**src/rtl/lcg_rbr_pkg.sv**
```systemverilog
// shared constants, types and helpers of the bounded-range lcg unit
package lcg_rbr_pkg;

    // generator constants
    localparam logic [31:0] LCG_MULT = 32'd3332264781;
    localparam logic [31:0] LCG_INC  = 32'd907633385;
    localparam logic [31:0] SEED_RST = 32'd1;
    localparam int          WORD_W   = 32;
    localparam int          LIMIT_W  = 30;
    localparam int          NUM_W    = 31;
    localparam int          SHIFT_W  = 5;

    // register index of the seed
    localparam logic REG_SEED = 1'b0;

    // request kinds
    localparam logic KIND_PLAIN  = 1'b0;
    localparam logic KIND_SCALED = 1'b1;

    // operands of the shared multiply-add unit
    typedef struct packed {
        logic              en;
        logic [WORD_W-1:0] a;
        logic [WORD_W-1:0] b;
        logic [WORD_W-1:0] c;
    } mul_op_t;

    // bit length of a range value 1 .. 2^30
    function automatic logic [SHIFT_W-1:0] bit_len(input logic [NUM_W-1:0] v);
        logic [SHIFT_W-1:0] n;
        n = '0;
        for (int i = 0; i < NUM_W; i++) begin
            if (v[i]) begin
                n = SHIFT_W'(i + 1);
            end
        end
        return n;
    endfunction

endpackage

```
**src/rtl/lcg_rbr_mul.sv**
```systemverilog
// shared 32x32 multiply-add unit, low word of the result, registered
module lcg_rbr_mul (
    input  logic                aclk,
    input  lcg_rbr_pkg::mul_op_t op_i,
    output logic [31:0]         p_o
);
    import lcg_rbr_pkg::*;

    logic [2*WORD_W-1:0] full;
    logic [WORD_W-1:0]   p_reg;
    logic [WORD_W-1:0]   p_next;

    // product and addend, kept modulo 2^32
    assign full   = (2*WORD_W)'(op_i.a) * (2*WORD_W)'(op_i.b);
    assign p_next = full[WORD_W-1:0] + op_i.c;

    // result register
    always_ff @(posedge aclk) begin
        if (op_i.en) begin
            p_reg <= p_next;
        end
    end

    assign p_o = p_reg;

endmodule

```
**src/rtl/lcg_random_with_bounded_range_unit.sv**
```systemverilog
// top level of the bounded-range lcg unit: sequencer, state and ports
//
// Usage:
//   Input stream (s_*): one request per transfer. s_tuser is the kind
//   (0 = plain 31-bit number, 1 = number scaled into 0..limit) and
//   s_tdata[29:0] the inclusive limit. Output stream (m_*): one number per
//   request in m_tdata[30:0], in request order.
//   The APB port holds the seed register at address 0; a write loads the
//   generator state, a read returns the last seed written (1 after reset).
//   Sequence: a plain request steps through ADV, STORE and DONE, a scaled
//   one through ADV, STORE, SCALE and DONE; DONE loads the output register
//   and the next request is taken only once the state is back in IDLE. The
//   pace is set by the single shared multiply-add unit, used once to advance
//   the state and once to scale a scaled number, with its registered product.
//   Reset (aresetn low, synchronous) sets the state and seed to 1 and
//   empties the output register. A stalled receiver holds the result in
//   the output register; one more request is taken and computed, then
//   waits until the output register frees.
module lcg_random_with_bounded_range_unit (
    input  logic        aclk,
    input  logic        aresetn,
    // input stream
    input  logic        s_tvalid,
    output logic        s_tready,
    input  logic [31:0] s_tdata,   // [29:0] limit, [31:30] zero
    input  logic [0:0]  s_tuser,   // [0] kind
    // output stream
    output logic        m_tvalid,
    input  logic        m_tready,
    output logic [31:0] m_tdata,   // [30:0] number, [31] zero
    // configuration port
    input  logic        psel,
    input  logic        penable,
    input  logic        pwrite,
    input  logic [2:0]  paddr,
    input  logic [31:0] pwdata,
    output logic [31:0] prdata,
    output logic        pready
);
    import lcg_rbr_pkg::*;

    typedef enum logic [2:0] {
        ST_IDLE,
        ST_ADV,
        ST_STORE,
        ST_SCALE,
        ST_DONE
    } state_t;

    state_t             state_reg,  state_next;
    logic [WORD_W-1:0]  gen_reg,    gen_next;
    logic [WORD_W-1:0]  seed_reg,   seed_next;
    logic               kind_reg,   kind_next;
    logic [NUM_W-1:0]   range_reg,  range_next;
    logic [SHIFT_W-1:0] sh_reg,     sh_next;
    logic [NUM_W-1:0]   res_reg,    res_next;
    logic               mval_reg,   mval_next;
    logic [NUM_W-1:0]   mnum_reg,   mnum_next;

    mul_op_t            mul_op;
    logic [WORD_W-1:0]  mul_p;
    logic [NUM_W-1:0]   range_in;
    logic               cfg_wr;

    lcg_rbr_mul u_mul (
        .aclk (aclk),
        .op_i (mul_op),
        .p_o  (mul_p)
    );

    // configuration access
    assign pready   = 1'b1;
    assign cfg_wr   = psel && penable && pwrite && pready && (paddr[2] == REG_SEED);
    assign prdata   = (paddr[2] == REG_SEED) ? seed_reg : '0;

    // range of an incoming request, the limit plus one
    assign range_in = NUM_W'(s_tdata[LIMIT_W-1:0]) + NUM_W'(1);

    // multiplier operands per step
    always_comb begin
        mul_op = '0;
        unique case (state_reg)
            ST_ADV: begin
                mul_op.en = 1'b1;
                mul_op.a  = gen_reg;
                mul_op.b  = LCG_MULT;
                mul_op.c  = LCG_INC;
            end
            ST_STORE: begin
                mul_op.en = (kind_reg == KIND_SCALED);
                mul_op.a  = mul_p >> sh_reg;
                mul_op.b  = WORD_W'(range_reg);
            end
            default: begin
                mul_op = '0;
            end
        endcase
    end

    // sequencer
    always_comb begin
        state_next = state_reg;
        gen_next   = gen_reg;
        seed_next  = seed_reg;
        kind_next  = kind_reg;
        range_next = range_reg;
        sh_next    = sh_reg;
        res_next   = res_reg;
        mval_next  = mval_reg;
        mnum_next  = mnum_reg;

        // output register drains
        if (mval_reg && m_tready) begin
            mval_next = 1'b0;
        end

        unique case (state_reg)
            ST_IDLE: begin
                if (s_tvalid) begin
                    kind_next  = s_tuser[0];
                    range_next = range_in;
                    sh_next    = bit_len(range_in);
                    state_next = ST_ADV;
                end
            end
            ST_ADV: begin
                state_next = ST_STORE;
            end
            ST_STORE: begin
                gen_next = mul_p;
                if (kind_reg == KIND_PLAIN) begin
                    res_next   = mul_p[WORD_W-1:1];
                    state_next = ST_DONE;
                end else begin
                    state_next = ST_SCALE;
                end
            end
            ST_SCALE: begin
                res_next   = NUM_W'(mul_p >> (6'd32 - {1'b0, sh_reg}));
                state_next = ST_DONE;
            end
            ST_DONE: begin
                if (!mval_reg || m_tready) begin
                    mval_next  = 1'b1;
                    mnum_next  = res_reg;
                    state_next = ST_IDLE;
                end
            end
            default: begin
                state_next = ST_IDLE;
            end
        endcase

        // seed write loads the generator
        if (cfg_wr) begin
            seed_next = pwdata;
            gen_next  = pwdata;
        end
    end

    // state and registered outputs
    always_ff @(posedge aclk) begin
        if (!aresetn) begin
            state_reg <= ST_IDLE;
            gen_reg   <= SEED_RST;
            seed_reg  <= SEED_RST;
            mval_reg  <= 1'b0;
        end else begin
            state_reg <= state_next;
            gen_reg   <= gen_next;
            seed_reg  <= seed_next;
            mval_reg  <= mval_next;
        end
        kind_reg  <= kind_next;
        range_reg <= range_next;
        sh_reg    <= sh_next;
        res_reg   <= res_next;
        mnum_reg  <= mnum_next;
    end

    assign s_tready = (state_reg == ST_IDLE);
    assign m_tvalid = mval_reg;
    assign m_tdata  = {1'b0, mnum_reg};

endmodule

```
**config.mk**
```make
export PLATFORM = sky130hd
export DESIGN_NAME = lcg_random_with_bounded_range_unit
export DESIGN_NICKNAME = d
export VERILOG_FILES = /design/src/rtl/lcg_rbr_pkg.sv /design/src/rtl/lcg_rbr_mul.sv /design/src/rtl/lcg_random_with_bounded_range_unit.sv
export SDC_FILE = /design/constraint.sdc
export NUM_CORES = 2
export LEC_CHECK = 0
export BUFFER_PORTS_ARGS = -buffer_cell sky130_fd_sc_hd__buf_2
export CORE_ASPECT_RATIO = 1.25
export CORE_MARGIN = 5
export CORE_UTILIZATION = 45
export CTS_BUF_LIST = sky130_fd_sc_hd__clkbuf_8
export CTS_CLUSTER_DIAMETER = 60
export DETAILED_ROUTE_END_ITERATION = 8
export PLACE_DENSITY_LB_ADDON = 0.05
export SYNTH_ARGS = -nofsm -noshare
export SYNTH_HDL_FRONTEND = slang
export SYNTH_SLANG_ARGS = --single-unit
```
**constraint.sdc**
```tcl
create_clock -name aclk -period 9.1 [get_ports aclk]
set_clock_uncertainty 0.15 [all_clocks]
set_input_delay 2.275 -clock aclk [delete_from_list [all_inputs] [get_ports aclk]]
set_output_delay 2.275 -clock aclk [all_outputs]
set_load 0.05 [all_outputs]
```
==> impl.org <==
** Status
- The run finished with clean final reports.

** Logic synthesis
- Share of the synthesized area in the top cell type :: 30.4%
- Summed instance area of the synthesized netlist :: 0.0278 mm^2
- Synthesized area per cell :: 9.10 um^2
- fa_1 takes more of the synthesized area than any other cell.
- By area the synthesized netlist is led by fa_1, edfxtp_1, inv_1.
- Top_reg_cell synth :: edfxtp_1
- Synth Instances :: 3057
- Number of synthesized flops with an enable pin :: 131
- In this run, distinct cell masters in the synthesized netlist total 81.
- Portion of the post-synthesis area used by sequential elements :: 19.0%
- Synth Register Bits :: 199
- Counting every net in the synthesized netlist gives 3697.
- FFs w/ async S/R, synth :: 0%
- Number of warnings reported in the yosys synthesis log :: 0

** Worst hold path
- Class of the tightest hold or removal check :: flip-flop to flip-flop

** STA
- Timing would allow up to 112 MHz.
- Setup violations remaining at the end of the flow were counted as 0.
- Setup repair after global routing could not meet its margin everywhere.
- Post-route clock period utilization :: 98.3%
- The routed design could run at a clock period as short as 8940 ps.
- The max-slew violation count was 0.
- At the pin with the least slew margin, the transition time is 1230 ps.
- Across all hold checks on the routed design, the worst slack comes to 262 ps.
- The final hold violation count was 0.
- Worst relative slew slack :: 17.8%

** Placement
- In this run the tool buffered the top-level ports with 135 buffer cells.
- Final weighted congestion in routability-driven placement :: 0.966
- Placed wire-length estimate after detailed placement :: 81000 um
- In this run, placement finished with an instance count of 4111.

** Cells and area
- Core occupancy in the finished layout :: 51.7%
- Layout cells sized above 1 :: 17.0%
- Relative to the synthesized area, the layout overhead comes to 14.6%.
- Most frequent cells in the layout :: inv_1, nor2_1, fa_1
- Number of cells in the finished layout apart from fillers :: 4152
- Leaving out fill and tap cells, the most frequent cell in the layout is inv_1.
- Nets :: 3945

** Clock tree
- Counting along the longest clock path gives a buffer depth of 2.
- TritonCTS created 17 clock buffers.
- Count of clock tree sinks :: 199
- After clock tree synthesis, the clock-pin slew on the worst setup and hold paths is 130 ps.
- Clk_lat worst skew :: 580 ps
- CTS placed an instance of clkbuf_8 at the clock tree root.
- Number of buffers inserted by hold repair at cts :: 0
- CTS tree :: built
- Number of H-tree levels :: 4

** Critical path
- Data on the critical path arrives at its endpoint at 9120 ps.
- Standard cell with the maximum stage delay on the critical path :: fa_1
- Launching element type of the critical path :: flip-flop
- The largest single stage delay on the critical path is 550 ps.
- Largest fanout on the critical path :: 12
- The worst setup path is captured at a flip-flop.
- Required @ worst endpoint :: 9280 ps
- The worst setup path is of the flip-flop to flip-flop kind.
- In this design, the critical path's most frequently occurring cell is fa_1.

** GRT
- Total GRT Usage :: 30.1%
- Via count of the first global-routing pass :: 24234
- After global routing the overflow that remains totals 0.
- Entering global routing, the biggest net connects 69 pins.
- Antenna violations before repair :: 2
- Global-route wire length before repair :: 150000 um

** Drt
- Summing over every cut layer, the via total after detailed routing is 22678.
- Final wirelength :: 99300 um
- Detail-routed via count per cell :: 5.46
- Post-detailed-route wirelength per cell :: 23.9 um
- # DRC :: 0
- The first TritonRoute pass finished after 5 iterations.
- In this run, the number of DRC markers left after iteration 0 of detailed routing was 1436.
- Remaining antenna violation count :: 0

** Power and ir drop
- Leak :: 14.0 nW
- Power per unit of standard cell area :: 86.1 mW/mm^2
- IR analysis of the VDD net gives a maximum drop of 101 uV.

** Floorplanning
- The die is 232 um wide.
- The initial utilization of the core area, before any placement, comes to 45.1%.
- The floorplan step defined a core boundary enclosing 0.0616 mm^2.
- Die area :: 0.0669 mm^2
- Chip Height :: 288 um
- Pin placement for this block handled 142 I/O pins.
- Count of standard-cell rows :: 102

** Run
- The tool flagged a number of max-cap violations equal to 0.
worst paths after layout:
kind	start	to	slack [ps]	cells after the start
max	sh_reg[0]	u_mul.p_o[29]	160	34
min	res_reg[18]	mnum_reg[18]	260	0
min reg2reg	res_reg[18]	mnum_reg[18]	260	0
max reg2reg	sh_reg[0]	u_mul.p_o[29]	160	34
where the power goes:
group | leakage (nW) | switching, mW | total (mW) | internal (mW)
registers | 1.77 | 0.0598 | 1.08 | 1.03
logic | 12.0 | 0.638 | 1.03 | 0.387
clock network | 0.215 | 0.417 | 0.636 | 0.219
total | 14.0 | 1.12 | 2.75 | 1.63
cell families (layout without fill, tap and decap cells):
| kind of cell | Yosys count | count (layout) | synth area share, % |
|---|---|---|---|
| and+or+nand+nor | 1037 | 1037 | 16.5 |
| buffers and inverters | 638 | 899 | 8.81 |
| adders and majority gates | 565 | 565 | 36.8 |
| AOI/OAI and AO/OA | 365 | 365 | 8.80 |
| DFF | 199 | 199 | 19.0 |
| muxes | 130 | 130 | 6.12 |
| xor gates and xnor gates | 121 | 121 | 3.93 |
| other | 2 | 4 | 0.0270 |
metal layers:
layer / wire length (um) / track usage [%] / vias to the layer above
met5: 0 / 0 / -
met4: 4760 / 12.4 / 0
met3: 4660 / 3.08 / 184
met2: 50800 / 53.6 / 715
met1: 39100 / 37.5 / 11559
li1: - / - / 10220
cell type report:
type                            instances  area [um^2]
Fill cell                            5933        29700
Multi-Input combinational cell       2220        20300
Sequential cell                       199         5300
Timing Repair Buffer                  385         2970
Inverter                              482         1810
Tap cell                              832         1040
Clock buffer                           17          234
Clock inverter                         15          193
Antenna cell                            2         5.00
worst max-delay path, delay by kind of cell (launching register included):
kind	cells	cell delay, ps
DFF	1	390
buffers and inverters	10	1220
AOI/OAI and AO/OA	9	1730
adders and majority gates	9	3920
muxes	2	810
and+or+nand+nor	4	430
stage by stage:
stage	TNS [ps]	power (mW)	setup WS [ps]	area, um^2
global route	-374	2.88	-128	31900
floorplan	0	1.65	468	27800
detailed placement	-511	2.10	-254	31200
finish	0	2.75	159	31900
CTS	0	2.75	10.6	31600
global placement	-254	2.09	-136	31200
cell usage after synthesis (all sizes together) (17+ instances only):
library cell  count
mux4             30
xor2             27
o21ai            94
fa              422
nor3             17
and2             51
mux2i            80
buf              28
dfxtp            68
a21boi           33
ha              143
nor2            439
nand2b           46
or2              36
clkbuf          128
edfxtp          131
nand3            48
xnor2            92
a21oi            87
nor2b            44
inv             480
mux2             20
nand2           308
timing repair:
action	CTS	global route
pin swaps	0	6
endpoints found under the hold margin	0	0
cloned	0	2
buffers inserted	0	5
endpoints found under the setup margin	4	6
resized for setup	8	39
No activity file was read; power rests on OpenSTA's default activity.
